### src/hdl/ktmiu_pkg.sv
// ----------------------------------------------------------------------------
// ktmiu_pkg
// shared types and constants of the key, timer and memory unit
// ----------------------------------------------------------------------------
package ktmiu_pkg;

    localparam int MEMORY_BYTES_DEFAULT = 4096;
    localparam int FONT_BASE_RESET      = 80;

    localparam logic [2:0] ACT_EXEC    = 3'd0;
    localparam logic [2:0] ACT_TICK    = 3'd1;
    localparam logic [2:0] ACT_WR_MEM  = 3'd2;
    localparam logic [2:0] ACT_WR_REG  = 3'd3;
    localparam logic [2:0] ACT_READ    = 3'd4;

    localparam logic [3:0] GRP_E = 4'hE;
    localparam logic [3:0] GRP_F = 4'hF;

    localparam logic [7:0] OP_SKP  = 8'h9E;
    localparam logic [7:0] OP_SKNP = 8'hA1;
    localparam logic [7:0] OP_GDT  = 8'h07;
    localparam logic [7:0] OP_SDT  = 8'h15;
    localparam logic [7:0] OP_SST  = 8'h18;
    localparam logic [7:0] OP_ADDI = 8'h1E;
    localparam logic [7:0] OP_WKEY = 8'h0A;
    localparam logic [7:0] OP_FONT = 8'h29;
    localparam logic [7:0] OP_BCD  = 8'h33;
    localparam logic [7:0] OP_STR  = 8'h55;
    localparam logic [7:0] OP_LDR  = 8'h65;

    localparam logic [1:0] PC_ADV  = 2'd0;
    localparam logic [1:0] PC_SKIP = 2'd1;
    localparam logic [1:0] PC_REP  = 2'd2;

    localparam logic CFG_ADV_MODE  = 1'b0;
    localparam logic CFG_FONT_BASE = 1'b1;

    typedef enum logic [3:0] {
        ST_IDLE,
        ST_DECODE,
        ST_TICK,
        ST_BCD,
        ST_STORE,
        ST_LOAD_ADDR,
        ST_LOAD_WAIT,
        ST_LOAD_WR,
        ST_READ_WAIT,
        ST_FINISH,
        ST_OUT
    } state_t;

    // commands from controller to datapath
    typedef struct packed {
        logic       capture;     // latch input beat
        logic       exec_simple; // simple opcode effects, bcd digit capture
        logic       tick_step;   // one key of the latch scan
        logic       tick_end;    // timer decrement
        logic       mem_we;
        logic [1:0] mem_src;     // 0 input, 1 register, 2 bcd digit
        logic       mem_addr_off;// use index plus counter
        logic       mem_rd;
        logic       reg_load;    // write loaded byte into counter register
        logic       reg_wr_in;   // register write beat
        logic       cnt_clr;
        logic       cnt_inc;
        logic       idx_adv;
        logic       read_cap;
        logic       out_load;
    } cmd_t;

    typedef struct packed {
        logic [2:0] action;
        logic [3:0] grp;
        logic [7:0] low;
        logic [3:0] x;
        logic [3:0] cnt;
        logic       cnt_last;
    } status_t;

    localparam logic [1:0] MSRC_IN  = 2'd0;
    localparam logic [1:0] MSRC_REG = 2'd1;
    localparam logic [1:0] MSRC_BCD = 2'd2;

endpackage

### src/hdl/ktmiu_ctrl.sv
// ----------------------------------------------------------------------------
// ktmiu_ctrl
// sequencer for the unit: decodes the beat and steps the datapath
// ----------------------------------------------------------------------------
module ktmiu_ctrl
    import ktmiu_pkg::*;
(
    input  logic    clk,
    input  logic    rst_n,
    input  logic    in_fire,
    input  logic    out_free,
    input  status_t sts,
    output logic    in_ready,
    output logic    out_valid_set,
    output cmd_t    cmd
);
    state_t state_reg, state_next;

    always_ff @(posedge clk or negedge rst_n)
    begin
        if (!rst_n)
        begin
            state_reg <= ST_IDLE;
        end
        else
        begin
            state_reg <= state_next;
        end
    end

    always_comb
    begin
        state_next = state_reg;
        unique case (state_reg)
            ST_IDLE:
            begin
                if (in_fire)
                begin
                    state_next = ST_DECODE;
                end
            end
            ST_DECODE:
            begin
                case (sts.action)
                    ACT_TICK:   state_next = ST_TICK;
                    ACT_READ:   state_next = ST_READ_WAIT;
                    ACT_EXEC:
                    begin
                        if (sts.grp == GRP_F && sts.low == OP_BCD)
                        begin
                            state_next = ST_BCD;
                        end
                        else if (sts.grp == GRP_F && sts.low == OP_STR)
                        begin
                            state_next = ST_STORE;
                        end
                        else if (sts.grp == GRP_F && sts.low == OP_LDR)
                        begin
                            state_next = ST_LOAD_ADDR;
                        end
                        else
                        begin
                            state_next = ST_OUT;
                        end
                    end
                    default:    state_next = ST_OUT;
                endcase
            end
            ST_TICK:
            begin
                if (sts.cnt_last)
                begin
                    state_next = ST_FINISH;
                end
            end
            ST_BCD:
            begin
                if (sts.cnt == 4'd2)
                begin
                    state_next = ST_OUT;
                end
            end
            ST_STORE:
            begin
                if (sts.cnt == sts.x)
                begin
                    state_next = ST_FINISH;
                end
            end
            ST_LOAD_ADDR: state_next = ST_LOAD_WAIT;
            ST_LOAD_WAIT: state_next = ST_LOAD_WR;
            ST_LOAD_WR:
            begin
                state_next = (sts.cnt == sts.x) ? ST_FINISH : ST_LOAD_ADDR;
            end
            ST_READ_WAIT: state_next = ST_OUT;
            ST_FINISH:    state_next = ST_OUT;
            ST_OUT:
            begin
                if (out_free)
                begin
                    state_next = ST_IDLE;
                end
            end
            default:      state_next = ST_IDLE;
        endcase
    end

    always_comb
    begin
        cmd           = '0;
        in_ready      = 1'b0;
        out_valid_set = 1'b0;
        unique case (state_reg)
            ST_IDLE:
            begin
                in_ready    = 1'b1;
                cmd.capture = in_fire;
            end
            ST_DECODE:
            begin
                cmd.cnt_clr = 1'b1;
                if (sts.action == ACT_EXEC)
                begin
                    cmd.exec_simple = 1'b1;
                end
                if (sts.action == ACT_WR_MEM)
                begin
                    cmd.mem_we  = 1'b1;
                    cmd.mem_src = MSRC_IN;
                end
                if (sts.action == ACT_WR_REG)
                begin
                    cmd.reg_wr_in = 1'b1;
                end
                if (sts.action == ACT_READ)
                begin
                    cmd.mem_rd = 1'b1;
                end
            end
            ST_TICK:
            begin
                cmd.tick_step = 1'b1;
                cmd.cnt_inc   = 1'b1;
            end
            ST_BCD:
            begin
                cmd.mem_we       = 1'b1;
                cmd.mem_src      = MSRC_BCD;
                cmd.mem_addr_off = 1'b1;
                cmd.cnt_inc      = 1'b1;
            end
            ST_STORE:
            begin
                cmd.mem_we       = 1'b1;
                cmd.mem_src      = MSRC_REG;
                cmd.mem_addr_off = 1'b1;
                cmd.cnt_inc      = 1'b1;
            end
            ST_LOAD_ADDR:
            begin
                cmd.mem_rd       = 1'b1;
                cmd.mem_addr_off = 1'b1;
            end
            ST_LOAD_WAIT:
            begin
                cmd.mem_addr_off = 1'b1;
            end
            ST_LOAD_WR:
            begin
                cmd.reg_load = 1'b1;
                cmd.cnt_inc  = 1'b1;
            end
            ST_READ_WAIT:
            begin
                cmd.read_cap = 1'b1;
            end
            ST_FINISH:
            begin
                cmd.tick_end = (sts.action == ACT_TICK);
                cmd.idx_adv  = (sts.action == ACT_EXEC);
            end
            ST_OUT:
            begin
                cmd.out_load  = out_free;
                out_valid_set = out_free;
            end
            default:
            begin
            end
        endcase
    end
endmodule

### config.mk
export PLATFORM = sky130hd
export DESIGN_NAME = ktmiu_ctrl
export DESIGN_NICKNAME = d
export VERILOG_FILES = /design/src/hdl/ktmiu_pkg.sv /design/src/hdl/ktmiu_ctrl.sv
export SDC_FILE = /design/constraint.sdc
export NUM_CORES = 1
export LEC_CHECK = 0
export BUFFER_PORTS_ARGS = -buffer_cell sky130_fd_sc_hd__buf_2
export CAP_MARGIN = 5
export CORE_MARGIN = 3
export CORE_UTILIZATION = 44
export CTS_BUF_LIST = sky130_fd_sc_hd__clkbuf_4 sky130_fd_sc_hd__clkbuf_8
export CTS_CLUSTER_SIZE = 20
export DETAILED_ROUTE_END_ITERATION = 16
export PLACE_DENSITY = 0.87
export REMOVE_ABC_BUFFERS = 1
export SLEW_MARGIN = 20
export SYNTH_ARGS = -nofsm -noshare
export SYNTH_HDL_FRONTEND = slang
export SYNTH_SLANG_ARGS = --single-unit
### constraint.sdc
create_clock -name clk -period 1.4 [get_ports clk]
set_input_delay 0.07 -clock clk [delete_from_list [all_inputs] [get_ports clk]]
set_output_delay 0.07 -clock clk [all_outputs]
set_load 0.01 [all_outputs]
==> impl_results.md, run 1 <==
* Status: finished, violations left
* Violated checks: negative setup slack
* Chain of cells forming the critical path: nor2_2 -> nand2_2 -> buf_6 -> nor4_4 -> buf_4 -> a41oi_2 -> o21bai_2
* Minimum setup slack in the final design at -0.149 ns
* Kind of end point of the critical path: register
* Delay of the slowest critical-path stage at 0.48 ns
* Share of layout cells above drive strength 1 at 0.643
* # fillers at 107
* Maximum number of buffers from clock root to sink at 2
* Register area share after synthesis at 0.137
* Final Power at 1.80 mW
* Leading area contributor after synthesis: sky130_fd_sc_hd__dfrtp_1
* Hold Fails Final Rpt at 0
* Count of warnings emitted by yosys at 0
* Root buffer selected by CTS: sky130_fd_sc_hd__clkbuf_4
* Wire length of the first global-routing pass at 3.86 mm
* Tightest Hold Check Type: in -> reg
* Share of the cycle needed by the critical path after routing at 1.11
* Total DRC errors in the routed layout at 0
* Max Freq at 645 MHz
* Critical Path Slowest Stage Cell: sky130_fd_sc_hd__dfrtp_2
* Number of nets with antenna violations after routing at 0
* Gate Count Post-Synth at 96
* Number of global-route vias before repair at 916
* Final routed wirelength across all metal layers at 2.69 mm
* Max FO, Critical Path at 7
* Total count of max-transition violations in the final report at 0
* Number of flip-flops in the largest register at 4
* Clock latency of the later-clocked register in the worst-skew pair at 0.25 ns
* Synth Register Bits at 4
* Die area at 0.00218 sq mm
* Total CTS buffers at 3
* Total area of multi-input combinational cells at 666 sq um
* Area of the mapped netlist at 728 sq um
* Routability cong. at 0.874
* I/O pins at 46
* RSZ-0062 raised after global routing: true
* Final sum of negative setup slack at -0.990 ns
* GRT Residual Overflow at 0
* Number of antenna violations at the first check in global routing at 0
* Worst Max-Slew Pin Slew at 0.477 ns
* Number of synthesized flops with an enable pin at 0
* Number of antenna repair diodes at 0
* First-pass detailed-route iteration total at 4
* Clock sink count at 4
* Count of endpoints failing setup in the final report at 12
* IO Port Bufs at 45
* Die height at 46.7 um
* Post-synth cell types at 43
* Standard-cell row count at 14
* CP arrival at 1.71 ns
* Critical Path Source Type: register
* Area growth from synthesis to layout at 70.3%
* Worst R2R Setup Slack at -0.15 ns
* Initial standard-cell utilization of the core at 0.478
* Most area-consuming cells after synthesis: sky130_fd_sc_hd__dfrtp_1 (14%), sky130_fd_sc_hd__xnor2_1 (7.2%), sky130_fd_sc_hd__nor2_1 (5.7%)
* Via density at 5.84
* Pwr per Cell Area at 1450 mW/mm^2
* Maximum level of the CTS H-tree at 1
* Max-Slew Margin vs Limit at 0.679
* Maximum resistive drop on vdd at 0.764 mV
* Post-route standard cell area excluding fillers at 0.00124 sq mm
* CP Data Required Time at 1.56 ns
* Min cycle time layout at 1.55 ns
* Area after DPL at 0.00100 sq mm
* Final routed wire length divided by cell count at 15.6 um
* Fraction of synthesized cell area taken by the top area cell type at 0.137
* Placeable Area at 0.00152 sq mm
* Worst clock skew at 0.00862 ns
* Setup CP Type: reg -> reg
* Iteration-0 DRC Markers at 23
* Clock-pin slew reported for the worst setup and hold paths after clock tree synthesis at 0.04 ns
* All-layer global routing usage at 0.245
* Count of nets after finishing at 187
* Sequential cell area at 105 sq um
* Vias at 1011
* CTS tree: done
* Max-cap viol count at 0
* Largest net degree at the start of global routing at 10
* Number of standard cells in the final layout excluding fillers at 173
* Hold Slack at 0.136 ns
* Overall die width at 46.7 um
* Synth async-reset ratio at 1.00
* Mapped Avg Cell Area at 7.59 sq um
* Main flop type after synthesis: sky130_fd_sc_hd__dfrtp_1
* Hpwl dp at 1.78 mm
* Static Leakage at 0.576 nW
* Cell total after placement at 160
-- final timing paths --
| path | startpoint | end | cells past startpoint |
|---|---|---|---|
| setup / recovery | state_reg[3] | state_reg[0] | 7 |
| setup reg to reg | state_reg[3] | state_reg[0] | 7 |
| hold / removal | out_free | state_reg[3] | 3 |
| min in group asynchronous | rst_n | state_reg[3] | 2 |
| max in group asynchronous | rst_n | state_reg[0] | 2 |
| hold reg to reg | state_reg[1] | state_reg[3] | 3 |
-- layout by cell type, fill, tap and decap left out, types with 2 or more instances in the layout --
cell	instances
sky130_fd_sc_hd__nor2_2	2
sky130_fd_sc_hd__nor2_1	8
sky130_fd_sc_hd__xnor2_1	6
sky130_fd_sc_hd__nor3_1	2
sky130_fd_sc_hd__inv_1	4
sky130_fd_sc_hd__a21oi_2	3
sky130_fd_sc_hd__dfrtp_2	4
sky130_fd_sc_hd__nand2_1	5
sky130_fd_sc_hd__buf_6	5
sky130_fd_sc_hd__nor4_2	2
sky130_fd_sc_hd__nand3b_1	2
sky130_fd_sc_hd__nand3_2	2
sky130_fd_sc_hd__nor2b_4	2
sky130_fd_sc_hd__nand2_2	2
sky130_fd_sc_hd__nor3_4	3
sky130_fd_sc_hd__buf_2	45
sky130_fd_sc_hd__nor4_4	3
sky130_fd_sc_hd__nand3_1	2
sky130_fd_sc_hd__clkbuf_4	3
sky130_fd_sc_hd__o31ai_1	2
sky130_fd_sc_hd__o21ai_0	3
sky130_fd_sc_hd__o21ai_1	2
sky130_fd_sc_hd__buf_4	16
sky130_fd_sc_hd__a21oi_1	3
-- synth_stat cells (all sizes together), types with 2 or more instances --
master / number
nor2: 11
buf: 8
nand2: 7
a21oi: 6
nor3: 6
nor4: 6
xnor2: 6
o21ai: 5
dfrtp: 4
inv: 4
nand3: 4
nand2b: 3
nor2b: 3
nand3b: 2
nor3b: 2
o31ai: 2
-- critical path: cells and delay by family, from the launching register on --
family,cells,cell delay [ns]
compound gates,2,0.25
buf+inv,2,0.31
flops,1,0.48
simple gates,3,0.42
-- where the power goes --
group | total (mW) | internal, mW | leakage [nW] | switching [mW]
Combinational | 1.38 | 0.674 | 0.516 | 0.711
Clock | 0.152 | 0.0965 | 0.0138 | 0.0558
Sequential | 0.265 | 0.170 | 0.0458 | 0.0953
-- per-stage QoR --
step	utilization	setup WS, ns
3_3_place_gp	0.657	0.0581
2_1_floorplan	-	-0.0457
5_1_grt	0.814	-0.236
6_report	0.814	-0.149
3_5_place_dp	0.657	-0.0503
4_1_cts	0.736	-0.0829
-- layer usage --
metal | routed length (um) | GRT usage | vias to the layer above
met5 | 0 | 0 | -
met4 | 71 | 0.0773 | 0
met3 | 230 | 0.0273 | 9
met2 | 1450 | 0.467 | 64
met1 | 946 | 0.276 | 471
li1 | - | - | 467
-- cells by family after synthesis --
kind of cell / synth area share
and+or+nand+nor: 0.457
muxes: 0.0137
buffers and inverters: 0.107
xor gates and xnor gates: 0.0842
DFF: 0.137
AOI/OAI and AO/OA: 0.201
-- area by class of cell --
class,count,share of cell area
clock buffer,3,0.0182
inverter,4,0.0121
multi-input combinational,79,0.537
sequential,4,0.0848
tap,16,0.0161
timing repair buffer,67,0.332
-- repair_timing --
action,in CTS,in global routing
resized for setup,13,20
hold endpoints to repair,4,0
setup buffers,6,3
pin swaps,1,3
setup endpoints to repair,14,18
hold buffers,1,0
Power figures use the tool's default switching activity.
==> run 2, diff against run 1 <==
--- a/config.mk
+++ b/config.mk
@@ -13,7 +13,6 @@
 export CTS_CLUSTER_SIZE = 20
 export DETAILED_ROUTE_END_ITERATION = 16
 export PLACE_DENSITY = 0.87
-export REMOVE_ABC_BUFFERS = 1
 export SLEW_MARGIN = 20
 export SYNTH_ARGS = -nofsm -noshare
 export SYNTH_HDL_FRONTEND = slang
==> run 2 against run 1 <==
Compared with the run above: the flow still finishes with violations (negative setup slack); die area did not move; worst setup slack improved by 0.0036 ns; via count rose by 0.20%; global-route usage rose by 2.6 points; sequential power fell by 3%; critical endpoint is now cmd[11].
==> impl_results.md, run 2 (synthesized netlist as in run 1, its figures left out) <==
* First-pass detailed-route iteration total at 4 (unchanged)
* Number of flip-flops in the largest register at 4 (unchanged)
* Number of nets with antenna violations after routing at 0 (unchanged)
* Share of the cycle needed by the critical path after routing at 1.10 (-0.00259)
* Max-Slew Margin vs Limit at 0.708 (+0.0288)
* Die area at 0.00218 sq mm (unchanged)
* Terminus of the critical flop-to-flop path: state_reg[3]
* Overall die width at 46.7 um (unchanged)
* Hold Fails Final Rpt at 0 (unchanged)
* Final Power at 1.72 mW (-4.6%)
* Largest net degree at the start of global routing at 12 (+2)
* Final sum of negative setup slack at -0.886 ns (+0.105 ns)
* Net count of the mapped netlist at 124
* Via density at 5.96 (+2.0%)
* Clock sink count at 4 (unchanged)
* Share of layout cells above drive strength 1 at 0.604 (-0.0394)
* CP arrival at 1.48 ns (-0.23 ns)
* Count of endpoints failing setup in the final report at 15 (+3)
* Total CTS buffers at 3 (unchanged)
* Maximum resistive drop on vdd at 0.965 mV (+26%)
* I/O pins at 46 (unchanged)
* Root buffer selected by CTS: sky130_fd_sc_hd__clkbuf_4
* Hpwl dp at 1.87 mm (+5.1%)
* Min cycle time layout at 1.55 ns (-0.00363 ns)
* All-layer global routing usage at 0.271 (+0.0258)
* CTS tree: done
* Critical Path Source Type: register
* Clock-pin slew reported for the worst setup and hold paths after clock tree synthesis at 0.04 ns (about the same)
* IO Port Bufs at 45 (unchanged)
* Die height at 46.7 um (unchanged)
* Pwr per Cell Area at 1450 mW/mm^2 (-0.22%)
* Cells on worst reg2reg path at 6 (-1)
* Number of antenna violations at the first check in global routing at 0 (unchanged)
* Max Freq at 647 MHz (+0.23%)
* Total count of max-transition violations in the final report at 0 (unchanged)
* Number of global-route vias before repair at 977 (+6.7%)
* Max-cap viol count at 0 (unchanged)
* Final routed wire length divided by cell count at 16.7 um (+7.1%)
* Setup CP Type: reg -> out
* Worst clock skew at 0.00336 ns (-0.00526 ns)
* Tightest Hold Check Type: in -> reg
* Critical Path Slowest Stage Cell: sky130_fd_sc_hd__dfrtp_2
* Origin of the worst setup path: state_reg[2]
* Clock latency of the later-clocked register in the worst-skew pair at 0.25 ns (about the same)
* Kind of end point of the critical path: output port
* Vias at 1013 (+0.20%)
* Leading cell type in the layout, fill and taps excluded: sky130_fd_sc_hd__buf_2
* Number of antenna repair diodes at 0 (unchanged)
* # fillers at 106 (-0.93%)
* Cell total after placement at 159 (-0.63%)
* Most used cells in the layout excluding fill and tap cells: sky130_fd_sc_hd__buf_2 (44), sky130_fd_sc_hd__buf_4 (12), sky130_fd_sc_hd__nor2_1 (9)
* RSZ-0062 raised after global routing: true
* Minimum setup slack in the final design at -0.146 ns (+0.00363 ns)
* Delay of the slowest critical-path stage at 0.48 ns (about the same)
* Final routed wirelength across all metal layers at 2.84 mm (+5.3%)
* Worst Max-Slew Pin Slew at 0.435 ns (-0.0428 ns)
* Wire length of the first global-routing pass at 4.19 mm (+8.6%)
* Iteration-0 DRC Markers at 42 (+83%)
* Area growth from synthesis to layout at 62.9%
* Routability cong. at 0.857 (-1.9%)
* Violated checks: negative setup slack
* Status: finished, violations left
* Worst R2R Setup Slack at -0.06 ns (+0.09 ns)
* Hold Slack at 0.131 ns (-0.00465 ns)
* Maximum level of the CTS H-tree at 1 (unchanged)
* Chain of cells forming the critical path: buf_6 -> nor3_1 -> a311o_1 -> buf_2
* Count of nets after finishing at 184 (-1.6%)
* Total DRC errors in the routed layout at 0 (unchanged)
* Initial standard-cell utilization of the core at 0.478 (unchanged)
* GRT Residual Overflow at 0 (unchanged)
* Startpoint of the worst register-to-register path: state_reg[1]
* Critical path destination: cmd[11]
* Number of standard cells in the final layout excluding fillers at 170 (-1.7%)
* Maximum number of buffers from clock root to sink at 2 (unchanged)
* Placeable Area at 0.00152 sq mm (unchanged)
* Static Leakage at 0.562 nW (-2.5%)
* Standard-cell row count at 14 (unchanged)
* CP Data Required Time at 1.33 ns (-0.23 ns)
* Max FO, Critical Path at 8 (+1)
run 2: changes by cell type in the layout (fill, tap and decap cells not counted), moves of 2 or more:
cell,delta
sky130_fd_sc_hd__a21oi_2,-2
sky130_fd_sc_hd__a21oi_1,+2
sky130_fd_sc_hd__nor4_2,+2
sky130_fd_sc_hd__buf_4,-4
sky130_fd_sc_hd__nor3_4,-2
sky130_fd_sc_hd__buf_6,+2
run 2: how the worst min path moves through the flow:
stage	start	to	slack [ns]	cells past startpoint
2_1_floorplan	rst_n	state_reg[0]	-0.23	0
3_3_place_gp	rst_n	state_reg[2]	-0.12	1
3_5_place_dp	rst_n	state_reg[3]	-0.12	1
4_1_cts	rst_n	state_reg[0]	0.16	2
5_1_grt	sts[16]	state_reg[2]	0.15	4
6_report	sts[12]	state_reg[2]	0.13	4
run 2: layout make-up:
cell class	count	area, sq um	share of cell area
clock buffers	3	22.5	0.0190
inverters	4	15.0	0.0127
flip-flops and latches	4	104	0.0876
multi-input cells	79	626	0.527
well taps	16	20.0	0.0169
repair buffers	64	399	0.336
run 2: critical path, delay by kind of cell, from the launching register on:
| kind | cells | cell delay [ns] |
|---|---|---|
| buf+inv | 2 | 0.28 |
| flops | 1 | 0.48 |
| compound gates | 1 | 0.17 |
| simple gates | 1 | 0.29 |
run 2: where the power goes:
| group | switching [mW] | total, mW | leakage (nW) | internal [mW] |
|---|---|---|---|---|
| Clock | 0.0605 | 0.157 | 0.0138 | 0.0968 |
| Sequential | 0.0892 | 0.257 | 0.0471 | 0.168 |
| Combinational | 0.685 | 1.31 | 0.501 | 0.621 |
run 2: layer usage:
| metal | GRT usage | vias to the layer above | part of all wire |
|---|---|---|---|
| met5 | 0 | - | 0 |
| met4 | 0.0939 | 0 | 0.028 |
| met3 | 0.0586 | 10 | 0.078 |
| met2 | 0.462 | 63 | 0.52 |
| met1 | 0.331 | 480 | 0.37 |
| li1 | - | 460 | - |
run 2: metrics by stage:
step	instance area [sq um]	worst slack, ns	utilization
floorplan	728	0.0759	-
global placement	993	0.0262	0.652
detailed placement	993	-0.00809	0.652
CTS	1140	-0.124	0.751
global route	1190	-0.195	0.778
finish	1190	-0.146	0.778
run 2: repair_timing:
action                                 CTS  global route
hold buffers                             1             0
buffers inserted                         7             0
gates resized for setup                 17            10
pin swaps                                1             0
endpoints found under the hold margin    4             0
setup endpoints to repair               16            21
==> run 3, diff against run 2 <==
--- a/config.mk
+++ b/config.mk
@@ -5,7 +5,7 @@
 export SDC_FILE = /design/constraint.sdc
 export NUM_CORES = 1
 export LEC_CHECK = 0
-export BUFFER_PORTS_ARGS = -buffer_cell sky130_fd_sc_hd__buf_2
+export BUFFER_PORTS_ARGS = -buffer_cell sky130_fd_sc_hd__clkbuf_2
 export CAP_MARGIN = 5
 export CORE_MARGIN = 3
 export CORE_UTILIZATION = 44
==> run 3 against run 2 <==
Compared with the run above: the run still ends with negative setup slack left; die area unchanged; largest power group unchanged; clock power rose by 3%; clock skew rose by 0.0077 ns; worst hold slack improved by 0.030 ns; total power is 7.2% higher; core utilization is 1.3 points higher; global-route usage decreased by 0.61 points; sequential power decreased by 6%; final cell count up 1.2%; wire length down 0.49%; flip-flop and latch count unchanged.
==> impl_results.md, run 3 (synthesized netlist as in run 1, its figures left out) <==
* Dpl ws at 0.0120 ns (+0.0201 ns)
* Maximum level of the CTS H-tree at 1 (unchanged)
* Static Leakage at 0.573 nW (+2.1%)
* Share of layout cells above drive strength 1 at 0.603 (-0.00133)
* Placeable Area at 0.00152 sq mm (unchanged)
* Root buffer selected by CTS: sky130_fd_sc_hd__clkbuf_4
* Clock-pin slew reported for the worst setup and hold paths after clock tree synthesis at 0.05 ns (about the same)
* Initial standard-cell utilization of the core at 0.478 (unchanged)
* Number of flip-flops in the largest register at 4 (unchanged)
* Area growth from synthesis to layout at 65.6%
* CTS tree: done
* Total CTS buffers at 3 (unchanged)
* Number of nets with antenna violations after routing at 0 (unchanged)
* Clock latency of the later-clocked register in the worst-skew pair at 0.25 ns (about the same)
* Largest net degree at the start of global routing at 10 (-2)
* Maximum number of buffers from clock root to sink at 2 (unchanged)
* Iteration-0 DRC Markers at 46 (+9.5%)
* Max FO, Critical Path at 4 (-4)
* Vias at 1033 (+2.0%)
* Minimum setup slack in the final design at -0.115 ns (+0.0311 ns)
* Net count of the mapped netlist at 124 (unchanged)
* Worst clock skew at 0.0111 ns (+0.00775 ns)
* Clock sink count at 4 (unchanged)
* Status: finished, violations left
* Violated checks: negative setup slack
* Most used cells in the layout excluding fill and tap cells: sky130_fd_sc_hd__clkbuf_2 (37), sky130_fd_sc_hd__buf_4 (14), sky130_fd_sc_hd__nor2_1 (9)
* Total buffers and inverters traversed by the critical path at 1 (-1)
* # fillers at 94 (-11%)
* Standard-cell row count at 14 (unchanged)
* Sequential cell area at 104 sq um (unchanged)
* Count of nets after finishing at 186 (+1.1%)
* Leading cell type in the layout, fill and taps excluded: sky130_fd_sc_hd__clkbuf_2
* Die height at 46.7 um (unchanged)
* Max-Slew Margin vs Limit at 0.712 (+0.00395)
* Number of global-route vias before repair at 902 (-7.7%)
* Final routed wire length divided by cell count at 16.4 um (-1.7%)
* GRT Residual Overflow at 0 (unchanged)
* Count of endpoints failing setup in the final report at 11 (-4)
* Number of antenna violations at the first check in global routing at 0 (unchanged)
* Max Freq at 660 MHz (+2.1%)
* Area after DPL at 993 sq um (unchanged)
* IO Port Bufs at 45 (unchanged)
* Die area at 0.00218 sq mm (unchanged)
* Hpwl dp at 1.83 mm (-2.6%)
* RSZ-0062 raised after global routing: true
* Critical Path Slowest Stage Cell: sky130_fd_sc_hd__dfrtp_1
* Total area of multi-input combinational cells at 637 sq um (+1.8%)
* Routability cong. at 0.900 (+5.0%)
* Hold Fails Final Rpt at 0 (unchanged)
* Setup CP Type: reg -> out
* CP Data Required Time at 1.33 ns (about the same)
* Pwr per Cell Area at 1530 mW/mm^2 (+5.5%)
* Via density at 6.01 (+0.79%)
* Maximum resistive drop on vdd at 1.14 mV (+18%)
* Total count of max-transition violations in the final report at 0 (unchanged)
* Chain of cells forming the critical path: nor2b_4 -> nand2_2 -> nor2_4 -> a311o_1 -> clkbuf_2
* Wire length of the first global-routing pass at 4.06 mm (-3.1%)
* All-layer global routing usage at 0.264 (-0.00610)
* Crit. path cell count at 5 (+1)
* Total DRC errors in the routed layout at 0 (unchanged)
* CP arrival at 1.44 ns (-0.04 ns)
* Max-cap viol count at 0 (unchanged)
* Cells on worst reg2reg path at 6 (unchanged)
* Min cycle time layout at 1.51 ns (-0.0311 ns)
* Share of the cycle needed by the critical path after routing at 1.08 (-0.0222)
* Overall die width at 46.7 um (unchanged)
* Kind of cell adding the most delay to the critical path: flip-flops
* First-pass detailed-route iteration total at 4 (unchanged)
* Tightest Hold Check Type: in -> async
* Number of antenna repair diodes at 0 (unchanged)
* Worst Max-Slew Pin Slew at 0.429 ns (-0.00587 ns)
* Critical Path Source Type: register
* Post-route standard cell area excluding fillers at 0.00121 sq mm (+1.7%)
* Kind of end point of the critical path: output port
* Final routed wirelength across all metal layers at 2.82 mm (-0.49%)
* Delay of the slowest critical-path stage at 0.40 ns (-0.08 ns)
* I/O pins at 46 (unchanged)
* Final core utilization at 0.791 (+0.0131)
[run 3: cell count changes in the layout (fill, tap and decap cells not counted), moves of 2 or more]
cell	before	now
sky130_fd_sc_hd__nor4_2	4	2
sky130_fd_sc_hd__clkbuf_2	0	37
sky130_fd_sc_hd__buf_2	44	8
sky130_fd_sc_hd__buf_4	12	14
sky130_fd_sc_hd__nand2_2	1	3
[run 3: cell type report]
type,instances,area share
Multi-Input combinational cell,79,0.528
Tap cell,16,0.0166
Inverter,4,0.0124
Sequential cell,4,0.0861
Clock buffer,3,0.0187
Timing Repair Buffer,66,0.338
[run 3: metrics by stage]
| step | setup TNS [ns] | power (mW) | hold WS (ns) | std cells |
|---|---|---|---|---|
| after global placement | 0 | 1.27 | -0.120 | 159 |
| after global routing | -1.56 | 1.96 | 0.196 | 172 |
| after detailed placement | 0 | 1.28 | -0.113 | 159 |
| after CTS | -0.434 | 1.63 | 0.168 | 168 |
| after floorplan | 0 | 0.959 | -0.226 | 96 |
| final | -0.715 | 1.84 | 0.162 | 172 |
[run 3: repair_timing]
item / 4_1_cts / 5_1_grt
endpoints found under the hold margin: 4 / 0
pin swaps: 0 / 3
resized for setup: 15 / 19
hold buffers: 1 / 0
setup endpoints to repair: 13 / 18
buffers inserted: 5 / 4
[run 3: worst register-to-register path, delay by kind of cell (launching register included)]
| family | cells | cell delay (ns) |
|---|---|---|
| flip-flops | 1 | 0.44 |
| AO/OA/AOI/OAI | 2 | 0.42 |
| buffers and inverters | 2 | 0.30 |
| AND/OR/NAND/NOR | 1 | 0.13 |
| multiplexers | 1 | 0.12 |
[run 3: path summary, 6_finish.rpt]
check | from | to | slack [ns]
max | state_reg[0] | cmd[11] | -0.11
min in group clk | sts[12] | state_reg[2] | 0.21
max in group asynchronous | rst_n | state_reg[1] | 1.08
max reg2reg | state_reg[1] | state_reg[3] | -0.10
min | rst_n | state_reg[3] | 0.16
min reg2reg | state_reg[1] | state_reg[1] | 0.79
[run 3: layer usage]
layer  share of wire  wire length, um  up-vias  track usage
li1                -                -      473            -
met1            0.38             1070      484        0.318
met2            0.51             1440       66        0.462
met3           0.073              206       10       0.0391
met4           0.038              108        0        0.110
met5               0                0        -            0
[run 3: power breakdown]
part	total [mW]	switching [mW]	internal, mW
clock	0.162	0.0647	0.0971
combinational	1.44	0.753	0.689
sequential	0.241	0.0738	0.168
total	1.84	0.891	0.954
